--- config.mk ---
export PLATFORM = sky130hd
export DESIGN_NAME = three_rotor_substitution_cipher_top
export DESIGN_NICKNAME = d
export VERILOG_FILES = /design/src/hw/rtl/trsc_pkg.sv /design/src/hw/rtl/three_rotor_substitution_cipher_top.sv /design/src/hw/rtl/trsc_rotor_bank.sv
export SDC_FILE = /design/constraint.sdc
export NUM_CORES = 1
export LEC_CHECK = 0
export BUFFER_PORTS_ARGS = -buffer_cell sky130_fd_sc_hd__buf_2
export CORE_MARGIN = 2
export CORE_UTILIZATION = 55
export CTS_CLUSTER_DIAMETER = 200
export CTS_CLUSTER_SIZE = 12
export DETAILED_ROUTE_END_ITERATION = 10
export PLACE_DENSITY_LB_ADDON = 0.05
export SLEW_MARGIN = 20
export SYNTH_ARGS = -nofsm -noshare
export SYNTH_HDL_FRONTEND = slang
export SYNTH_HIERARCHICAL = 1
export SYNTH_SLANG_ARGS = --single-unit
export TNS_END_PERCENT = 100
--- constraint.sdc ---
create_clock -name clk_i -period 33.1 [get_ports clk_i]
set_input_delay 4.965 -clock clk_i [delete_from_list [all_inputs] [get_ports clk_i]]
set_output_delay 4.965 -clock clk_i [all_outputs]
set_load 0.02 [all_outputs]
--- src/hw/rtl/trsc_pkg.sv ---
// Package for the three-rotor substitution cipher.
// Holds the shared constants, operation codes and the structs that pass
// between the top level and the rotor bank. Depends on nothing.
`default_nettype none

package trsc_pkg;

  localparam int unsigned AlphabetSize = 26;
  localparam int unsigned NumRotors    = 3;

  localparam int unsigned PosW = $clog2(AlphabetSize);
  localparam int unsigned SelW = $clog2(NumRotors);

  localparam logic [PosW-1:0] LastPos   = PosW'(AlphabetSize - 1);
  localparam logic [7:0]      UpperBase = 8'd65;
  localparam logic [7:0]      LowerBase = 8'd97;

  // Operation codes carried on the operation field.
  localparam logic OpTranslate = 1'b0;
  localparam logic OpLoad      = 1'b1;

  // Rotation offsets of the three rotors.
  typedef struct packed {
    logic [PosW-1:0] third;
    logic [PosW-1:0] second;
    logic [PosW-1:0] first;
  } offsets_t;

  // Write request into the rotor tables.
  typedef struct packed {
    logic            en;
    logic [SelW-1:0] sel;
    logic [PosW-1:0] idx;
    logic [PosW-1:0] val;
  } wr_t;

endpackage

`default_nettype wire

--- src/hw/rtl/three_rotor_substitution_cipher_top.sv ---
// Top level of the three-rotor substitution cipher.
// Depends on trsc_pkg and instantiates trsc_rotor_bank.
//
// Usage: one input channel (in_valid_i/in_ready_o) carries load and
// translate items; one output channel (out_valid_o/out_ready_i) carries one
// character per translate item. A load transfer writes one rotor table entry
// and clears all three rotor offsets; a load with a rotor number or position
// out of range is dropped. Loads produce no output transfer.
// Translate items map ASCII letters through rotor 1, 2 and 3, keeping case;
// any other byte is returned unchanged and does not step the rotors.
// Path: an accepted translate is held in the input register, then goes
// through the lookup chain into the result register, which drives the
// output. Throughput: one item per cycle while the receiver keeps up,
// set by the combinational lookup chain of three table reads and
// modulo-26 adds between the two registers.
// The rotor offsets step at the moment a letter is accepted, so back-to-back
// letters each see the correct rotor position.
// When the receiver stalls, the result register holds its character, the
// input register fills, and in_ready_o then drops until the output moves.
// Reset clears the offsets and all valid flags; the rotor tables are
// undefined until loaded.
`default_nettype none

module three_rotor_substitution_cipher_top (
  input  wire logic                        clk_i,
  input  wire logic                        rst_ni,
  input  wire logic                        in_valid_i,
  output logic                             in_ready_o,
  input  wire logic                        operation_i,
  input  wire logic [7:0]                  char_in_i,
  input  wire logic [1:0]                  rotor_select_i,
  input  wire logic [4:0]                  entry_index_i,
  input  wire logic [4:0]                  entry_value_i,
  output logic                             out_valid_o,
  input  wire logic                        out_ready_i,
  output logic [7:0]                       char_out_o
);

  localparam int unsigned PosW = trsc_pkg::PosW;

  // Input-side decode.
  logic in_fire;
  logic is_upper, is_lower, is_letter;
  logic load_ok;
  logic [PosW-1:0] letter_idx;

  assign in_fire  = in_valid_i && in_ready_o;
  assign is_upper = (char_in_i >= trsc_pkg::UpperBase) &&
                    (char_in_i <  trsc_pkg::UpperBase + 8'(trsc_pkg::AlphabetSize));
  assign is_lower = (char_in_i >= trsc_pkg::LowerBase) &&
                    (char_in_i <  trsc_pkg::LowerBase + 8'(trsc_pkg::AlphabetSize));
  assign is_letter = is_upper || is_lower;
  assign load_ok  = (32'(rotor_select_i) < trsc_pkg::NumRotors) &&
                    (32'(entry_index_i) < trsc_pkg::AlphabetSize);
  assign letter_idx = is_upper ? PosW'(char_in_i - trsc_pkg::UpperBase)
                               : PosW'(char_in_i - trsc_pkg::LowerBase);

  // Rotor offsets: stepped on every accepted letter, cleared by a valid load.
  trsc_pkg::offsets_t offs_q, offs_d;
  logic first_wrap, second_wrap;

  assign first_wrap  = (offs_q.first == trsc_pkg::LastPos);
  assign second_wrap = (offs_q.second == trsc_pkg::LastPos);

  always_comb begin
    offs_d = offs_q;
    if (in_fire) begin
      if (operation_i == trsc_pkg::OpLoad) begin
        if (load_ok) begin
          offs_d = '0;
        end
      end else if (is_letter) begin
        offs_d.first = first_wrap ? '0 : offs_q.first + PosW'(1);
        if (first_wrap) begin
          offs_d.second = second_wrap ? '0 : offs_q.second + PosW'(1);
          if (second_wrap) begin
            offs_d.third = (offs_q.third == trsc_pkg::LastPos) ? '0
                                                               : offs_q.third + PosW'(1);
          end
        end
      end
    end
  end

  always_ff @(posedge clk_i or negedge rst_ni) begin
    if (!rst_ni) begin
      offs_q <= '0;
    end else begin
      offs_q <= offs_d;
    end
  end

  // Table write straight from the accepted load item.
  trsc_pkg::wr_t wr;
  assign wr.en  = in_fire && (operation_i == trsc_pkg::OpLoad) && load_ok;
  assign wr.sel = trsc_pkg::SelW'(rotor_select_i);
  assign wr.idx = PosW'(entry_index_i);
  assign wr.val = PosW'(entry_value_i);

  // Input register: holds a translate item with the offsets it must use.
  logic               s1_valid_q;
  logic               s1_letter_q;
  logic               s1_upper_q;
  logic [7:0]         s1_char_q;
  logic [PosW-1:0]    s1_idx_q;
  trsc_pkg::offsets_t s1_offs_q;
  logic               s1_adv;
  logic               s1_load;

  assign s1_adv     = s1_valid_q && (!out_valid_o || out_ready_i);
  assign in_ready_o = !s1_valid_q || s1_adv;
  assign s1_load    = in_fire && (operation_i == trsc_pkg::OpTranslate);

  always_ff @(posedge clk_i or negedge rst_ni) begin
    if (!rst_ni) begin
      s1_valid_q <= 1'b0;
    end else if (in_ready_o) begin
      s1_valid_q <= s1_load;
    end
  end

  always_ff @(posedge clk_i) begin
    if (s1_load) begin
      s1_letter_q <= is_letter;
      s1_upper_q  <= is_upper;
      s1_char_q   <= char_in_i;
      s1_idx_q    <= letter_idx;
      s1_offs_q   <= offs_q;
    end
  end

  // Lookup chain through the three rotors.
  logic [PosW-1:0] rotor_val;

  trsc_rotor_bank u_bank (
    .clk_i    (clk_i),
    .wr_i     (wr),
    .letter_i (s1_idx_q),
    .offs_i   (s1_offs_q),
    .value_o  (rotor_val)
  );

  logic [7:0] result;
  always_comb begin
    if (!s1_letter_q) begin
      result = s1_char_q;
    end else if (s1_upper_q) begin
      result = trsc_pkg::UpperBase + 8'(rotor_val);
    end else begin
      result = trsc_pkg::LowerBase + 8'(rotor_val);
    end
  end

  // Result register.
  logic       out_valid_q;
  logic [7:0] char_out_q;

  always_ff @(posedge clk_i or negedge rst_ni) begin
    if (!rst_ni) begin
      out_valid_q <= 1'b0;
    end else if (!out_valid_q || out_ready_i) begin
      out_valid_q <= s1_valid_q;
    end
  end

  always_ff @(posedge clk_i) begin
    if (s1_adv) begin
      char_out_q <= result;
    end
  end

  assign out_valid_o = out_valid_q;
  assign char_out_o  = char_out_q;

  // A stalled input register keeps its item.
  a_s1_hold: assert property (@(posedge clk_i) disable iff (!rst_ni)
    s1_valid_q && !s1_adv |=> s1_valid_q && $stable(s1_char_q) && $stable(s1_offs_q))
    else $error("input register lost or changed a stalled item");

  // Offsets never leave the alphabet range.
  a_offs_range: assert property (@(posedge clk_i) disable iff (!rst_ni)
    (offs_q.first <= trsc_pkg::LastPos) && (offs_q.second <= trsc_pkg::LastPos) &&
    (offs_q.third <= trsc_pkg::LastPos))
    else $error("rotor offset out of range");

  // A valid load clears every offset.
  a_load_clears: assert property (@(posedge clk_i) disable iff (!rst_ni)
    wr.en |=> offs_q == '0)
    else $error("load did not clear the rotor offsets");

  // Every accepted letter steps the first rotor.
  a_letter_steps: assert property (@(posedge clk_i) disable iff (!rst_ni)
    s1_load && is_letter |=> offs_q.first != $past(offs_q.first))
    else $error("first rotor did not step on a letter");

endmodule

`default_nettype wire

--- src/hw/rtl/trsc_rotor_bank.sv ---
// Rotor bank: the three rotor tables and the lookup chain through them.
// Depends on trsc_pkg for widths, constants and the write/offset structs.
`default_nettype none

module trsc_rotor_bank (
  input  wire logic                     clk_i,
  input  wire trsc_pkg::wr_t            wr_i,
  input  wire logic [trsc_pkg::PosW-1:0] letter_i,
  input  wire trsc_pkg::offsets_t       offs_i,
  output logic [trsc_pkg::PosW-1:0]     value_o
);

  localparam int unsigned SumW = trsc_pkg::PosW + 1;

  logic [trsc_pkg::PosW-1:0] rotor_q [trsc_pkg::NumRotors][trsc_pkg::AlphabetSize];

  // Reduces index plus offset (at most 2*AlphabetSize+4) modulo the alphabet.
  function automatic logic [trsc_pkg::PosW-1:0] wrap_pos(
    input logic [trsc_pkg::PosW-1:0] idx,
    input logic [trsc_pkg::PosW-1:0] off
  );
    logic [SumW-1:0] sum;
    sum = SumW'(idx) + SumW'(off);
    if (sum >= SumW'(2 * trsc_pkg::AlphabetSize)) begin
      return trsc_pkg::PosW'(sum - SumW'(2 * trsc_pkg::AlphabetSize));
    end else if (sum >= SumW'(trsc_pkg::AlphabetSize)) begin
      return trsc_pkg::PosW'(sum - SumW'(trsc_pkg::AlphabetSize));
    end
    return trsc_pkg::PosW'(sum);
  endfunction

  // Table entries have no reset; they are undefined until loaded.
  always_ff @(posedge clk_i) begin
    if (wr_i.en) begin
      rotor_q[wr_i.sel][wr_i.idx] <= wr_i.val;
    end
  end

  logic [trsc_pkg::PosW-1:0] v1, v2;

  always_comb begin
    v1      = rotor_q[0][wrap_pos(letter_i, offs_i.first)];
    v2      = rotor_q[1][wrap_pos(v1, offs_i.second)];
    value_o = rotor_q[2][wrap_pos(v2, offs_i.third)];
  end

endmodule

`default_nettype wire

Word-level counts from Yosys, hierarchy flattened
Memories as Yosys holds them, arrays and structs flattened.
Cells that the tools add are included.

storage, ports and cells
  bits in registers = 55
  memory bits (writable) = 390
  bits of input ports = 25
  output and inout bits = 10
  logic and storage cells = 115
  memories = 1

memories
  name            depth  width  rd ports  clocked after Yosys merged registers in  write ports  RTL line               source
  u_bank.rotor_q  3      130    3         0                                        1            trsc_rotor_bank.sv:15  logic [trsc_pkg::PosW-1:0] rotor_q [trsc_pkg::NumRotors][trsc_pkg::AlphabetSize];

operators by class
  add/sub/neg operators = 16
  magnitude comparators = 17
  eq/ne operators = 4
  muxes and demuxes = 39
  bitwise operators = 5
  reductions and logical operators = 20

operators with widths
  kind                                                                    count
  130-bit 2-to-1 mux                                                      1
  5-bit 2-to-1 mux                                                        21
  5-bit binary-select mux with 5-bit select                               3
  15-bit 2-to-1 mux                                                       3
  6-bit >= comparator (second input constant)                             7
  5-bit subtractor (second input constant)                                6
  5-bit demux with 5-bit select                                           1
  5-bit inverter with 6-bit output                                        4
  5-bit by 5-bit adder with 6-bit output                                  3
  6-bit by 5-bit >= comparator with 1-bit output (second input constant)  3
  7-bit by 5-bit adder with 8-bit output (first input constant)           2
  8-bit by 7-bit >= comparator with 1-bit output (second input constant)  2
  8-bit by 7-bit < comparator with 1-bit output (second input constant)   2
  8-bit 2-to-1 mux                                                        2
  5-bit by 1-bit adder with 5-bit output (second input constant)          3
  5-bit == test (second input constant)                                   3
  10-bit 2-to-1 mux                                                       1
  5-bit by 1-bit subtractor with 5-bit output (second input constant)     2
  1-bit logical AND                                                       9
  1-bit 2-to-1 mux                                                        7
  6-bit by 1-bit < comparator with 1-bit output (second input constant)   1
  2-bit nonzero test                                                      3
  5-bit < comparator (second input constant)                              1
  5-bit AND reduction                                                     1
  other kinds (7)                                                         10

Logic depth before layout (Yosys ltp)
  depth in word-level cells = 30
  gate-level depth with buffers = 56

Modules after synthesis
Netlist, hierarchy kept.

modules (own cells, without submodules)
  module                               times used  cells each  area an instance (sq um)  sequential area each (sq um)
  trsc_rotor_bank                      1           1044        17142.7                   11711.2
  three_rotor_substitution_cipher_top  1           185         2466.1                    1566.5

Least setup slack after synthesis
OpenSTA, ideal clock, no wires.

  path type = register to register
  start = reg s1_idx_q[0]
  end = reg char_out_q[5], in the netlist char_out_o[5], data pin
  setup time = 0.260 ns
  data arrival time = 10.907 ns
  data required time = 32.840 ns
  slack = 21.933 ns
  stages on the path, launching flop included = 48
  path buffers = 5
  period minus slack after synthesis = 11.167 ns
  cell sequence = edfxtp_1 -> ha_1 -> fa_1 -> xnor2_1 -> ha_1 -> or4bb_1 -> nand2_1 -> o311a_1 -> mux2i_1 -> xnor2_1 -> buf_2 -> buf_2 -> mux4_2 -> a22oi_1 -> o211ai_1 -> ha_1 -> nor2_1 -> nor3b_2 -> (+12 left out) -> nand4b_1 -> ha_1 -> nor3b_1 -> nor2_1 -> ha_1 -> a21oi_1 -> o41a_1 -> o21a_1 -> o211a_1 -> buf_6 -> mux4_2 -> a32oi_1 -> a21boi_1 -> a211o_1 -> nand3_1 -> nor2_1 -> xnor2_1 -> mux2_2

between the ends
  longest elaborated chain between the ends = 30
  elaborated cells between the ends (all ways) = 46

RTL lines
  what                                                                                       RTL line                                                                                source
  start, declared                                                                            three_rotor_substitution_cipher_top.sv:105                                              logic [PosW-1:0] s1_idx_q;
  start signal, assigned                                                                     three_rotor_substitution_cipher_top.sv:127                                              s1_idx_q <= letter_idx;
  5-bit by 5-bit adder with 6-bit output (*)                                                 trsc_rotor_bank.sv:23                                                                   sum = SumW'(idx) + SumW'(off);
  5-bit subtractor / 6-bit by 5-bit >= comparator with 1-bit output (equally long branches)  trsc_rotor_bank.sv:27, trsc_rotor_bank.sv:26
  5-bit 2-to-1 mux / 1-bit 2-to-1 mux (equally long branches)                                trsc_rotor_bank.sv:26                                                                   end else if (sum >= SumW'(trsc_pkg::AlphabetSize)) begin
  5-bit 2-to-1 mux / 1-bit 2-to-1 mux (equally long branches)                                trsc_rotor_bank.sv:24                                                                   if (sum >= SumW'(2 * trsc_pkg::AlphabetSize)) begin
  5-bit 2-to-1 mux (*)                                                                       trsc_rotor_bank.sv:29                                                                   return trsc_pkg::PosW'(sum);
  5-bit inverter with 6-bit output (implied by the code) (*)                                 trsc_rotor_bank.sv:42                                                                   v1 = rotor_q[0][wrap_pos(letter_i, offs_i.first)];
  5-bit binary-select mux with 5-bit select (*)                                              trsc_rotor_bank.sv:42
  5-bit 2-to-1 mux (implied by the code) (*) (2 in a row)                                    trsc_rotor_bank.sv:42
  (+14 left out)                                                                             -
  5-bit inverter with 6-bit output (implied by the code) (*)                                 trsc_rotor_bank.sv:44                                                                   value_o = rotor_q[2][wrap_pos(v2, offs_i.third)];
  5-bit binary-select mux with 5-bit select (*)                                              trsc_rotor_bank.sv:44
  5-bit 2-to-1 mux (implied by the code) (*) (2 in a row)                                    trsc_rotor_bank.sv:44
  net rotor_val[2]                                                                           three_rotor_substitution_cipher_top.sv:133                                              logic [PosW-1:0] rotor_val;
  7-bit by 5-bit adder with 8-bit output, on equally long branches                           three_rotor_substitution_cipher_top.sv:150, three_rotor_substitution_cipher_top.sv:148
  8-bit 2-to-1 mux (*)                                                                       three_rotor_substitution_cipher_top.sv:147                                              end else if (s1_upper_q) begin
  8-bit 2-to-1 mux (*)                                                                       three_rotor_substitution_cipher_top.sv:145                                              if (!s1_letter_q) begin
  net result[5]                                                                              three_rotor_substitution_cipher_top.sv:143                                              logic [7:0] result;
  end signal, assigned                                                                       three_rotor_substitution_cipher_top.sv:168                                              char_out_q <= result;
  end, declared                                                                              three_rotor_substitution_cipher_top.sv:156                                              logic [7:0] char_out_q;

Mark *: on every way through the listed nets, which the timed path passes. The rest lies on a longest branch. The select of a mux whose other input is x is not followed.
A chain may end at the register's enable or synchronous reset.

Worst setup path after layout
Ends and elaborated chain as after synthesis.

==> results.tsv <==
metric	value	unit
cts_inserted_buffers	43	
slowest_delay	0.70	ns
initial_utilization	0.555	
clock_latency	0.56	ns
first_pass_iters	9	
vias_per_cell	6.20	
grt-ovfl-total	0	
finalHoldViolCount	0	
h-tree-depth	2	
avgSynthCellArea	16.0	um2
cts_buffer_depth	3	
start_kind	flip-flop	
dieWidth	193	um
syn_area	19600	um2
dieArea	37200	um2
status	finished clean	
yosys.area_share.xor_xnor	0.00753	
rows	69	
multi_input_area	6010	um2
cp.required	33.42	ns
finalSetupTns	0	ns
finalCritPeriodShare	0.419	
cpMostUsedCell	ha_1	
via_count	10800	
drt-wirelength-per-cell	25.0	um
maxCapViolations	0	
fin_skew	0.0182	ns
min_period	13.86	ns
drive_gt1_frac	0.167	
routed_wl	43700	um
syn_nets	1300	
grt_max_degree	79	
synthDistinctLibCells	88	
antenna_found_initial	3	
cts-root-buf	clkbuf_16	
dp_slack	19.30	ns
coreArea	35300	um2
synth_edf_count	428	
synthFlopType	edfxtp_1	
ios	35	
register_area	13300	um2
yosys.area_share.adder	0.0305	
grt_pass1_vias	10700	
ys_seq_elements	445	
syn_inst	1229	
yosys.area_share.simple	0.0755	
synthToLayoutAreaGrowth	9.14	%
seq_area_frac_synth	0.677	
path_clk_slew	0.06	ns
synthMuxAreaShare	0.122	
setup-violations-final	0	
slew_headroom	0.409	
crit_arrival	14.17	ns
hold_path_class	reg -> reg	
synth_compound_area_frac	0.0697	
globalRouteTotalUtil	0.243	
ctsResizeCount	0	
portBuffers	34	
path_max_fanout	36	
tightestPinTransition	0.887	ns
worst_slack	19.24	ns
cts_setup_buffers	0	
cts_tree	built	
hpwl	29200	um
synth_top_family_by_area	multiplexers	
end_kind	flip-flop	
drc_errors	0	
ys_async_sr_fraction	0.0382	
fin_util	0.606	
grt_setup_unrepaired	false	
slowest_stage	a211oi_4	
hold_buffers	0	
final.fill_count	2615	
final_max_slew_viol_count	0	
final_cell_area	21400	um2
critPathKind	reg -> reg	
placed_cell_area	20300	um2
grt_pass1_wl	65400	um
nets	1348	
dieHeight	193	um
cts_sinks	445	
first_iter_violations	950	
ant_nets	0	
yosysWarnings	6	
place_congestion	0.878	
timing.fmax	0.0722	GHz
## state kept, by name, summed over array words and instances (netlist names), 5 cells and up
name            count
offs_q             15
char_out_o          8
s1_char_q           8
u_bank/rotor_q    390
s1_idx_q            5
s1_offs_q          15
## layout by cell type (no fill, tap or decap), drive strengths merged, types with 3 or more instances in the layout
cell type,count
or2,9
o21a,4
nor2,121
nand3,36
xor2,6
and4b,3
a21oi,26
nand3b,3
fa,3
ha,43
mux2i,68
clkbuf,51
a21o,6
nor3,8
diode,3
nand2,77
mux4,59
edfxtp,428
mux2,31
o211a,5
o211ai,19
and3,5
xnor2,10
inv,35
nor2b,4
and2,7
a31oi,11
and3b,5
buf,49
nand4b,3
o21ai,25
o31ai,8
nand2b,7
a22oi,21
nor3b,9
a211oi,11
nand4,8
dfrtp,17
o41ai,7
## synth_stat cells (11+ instances only)
cell type | number | area share
edfxtp_1 | 428 | 0.66
a31oi_1 | 11 | 0.0035
ha_1 | 43 | 0.027
mux2_2 | 30 | 0.017
a22oi_1 | 21 | 0.0080
buf_2 | 15 | 0.0038
a21oi_1 | 25 | 0.0064
nand3_1 | 36 | 0.0092
nand2_1 | 77 | 0.015
inv_1 | 32 | 0.0061
clkbuf_1 | 23 | 0.0044
mux4_2 | 52 | 0.060
mux2i_1 | 68 | 0.035
o21ai_0 | 18 | 0.0046
nor2_1 | 121 | 0.023
dfrtp_1 | 17 | 0.022
o211ai_1 | 17 | 0.0065
## critical path, delay by kind of cell, from the launching register on
family / cells / cell delay, ns
DFF: 1 / 0.38
xor gates and xnor gates: 3 / 0.77
and+or+nand+nor: 8 / 1.91
adders and majority gates: 7 / 1.93
buffers and inverters: 5 / 1.60
AOI/OAI and AO/OA: 17 / 4.83
muxes: 7 / 2.06
## stage by stage
stage	hold slack, ns	cells
after floorplan	0.449	1229
final	0.492	1749
after detailed placement	0.481	1693
after global placement	0.475	1693
after global routing	0.515	1749
after CTS	0.493	1746
## kinds of logic (layout without fill, tap and decap cells)
| family | count (synthesis) | after routing |
|---|---|---|
| simple gates | 312 | 312 |
| fa+ha+maj | 46 | 46 |
| mux | 158 | 158 |
| flops | 445 | 445 |
| buf+inv | 79 | 135 |
| other cells | 0 | 3 |
| compound gates | 173 | 173 |
| xor+xnor | 16 | 16 |
## layer usage
| metal | part of all wire | GRT usage | wire (um) |
|---|---|---|---|
| met1 | 0.44 | 0.352 | 19300 |
| met2 | 0.48 | 0.382 | 21000 |
| met3 | 0.055 | 0.0335 | 2400 |
| met4 | 0.023 | 0.0819 | 1020 |
| met5 | 0 | 0 | 0 |
## path summary, 6_finish.rpt
kind                                  start            end  slack (ns)  cells past startpoint
worst max-delay path            s1_idx_q[0]  char_out_o[5]       19.24                     47
min in group asynchronous            rst_ni      offs_q[3]        4.32                      1
max in group asynchronous            rst_ni     offs_q[14]       28.49                      1
worst min-delay path             s1_valid_q    out_valid_o        0.49                      1
worst max register to register  s1_idx_q[0]  char_out_o[5]       19.24                     47
worst min register to register   s1_valid_q    out_valid_o        0.49                      1
## cell type report
class / count / share of cell area
inverters: 33 / 0.00579
multi-input cells: 705 / 0.281
diodes: 3 / 0.000351
repair buffers: 49 / 0.0132
flip-flops and latches: 445 / 0.620
clock inverters: 2 / 0.000935
well taps: 461 / 0.0270
clock buffers: 51 / 0.0517
Power is not shown: default switching activity piles up to over one toggle a cycle in this logic, so the estimate is an artifact.
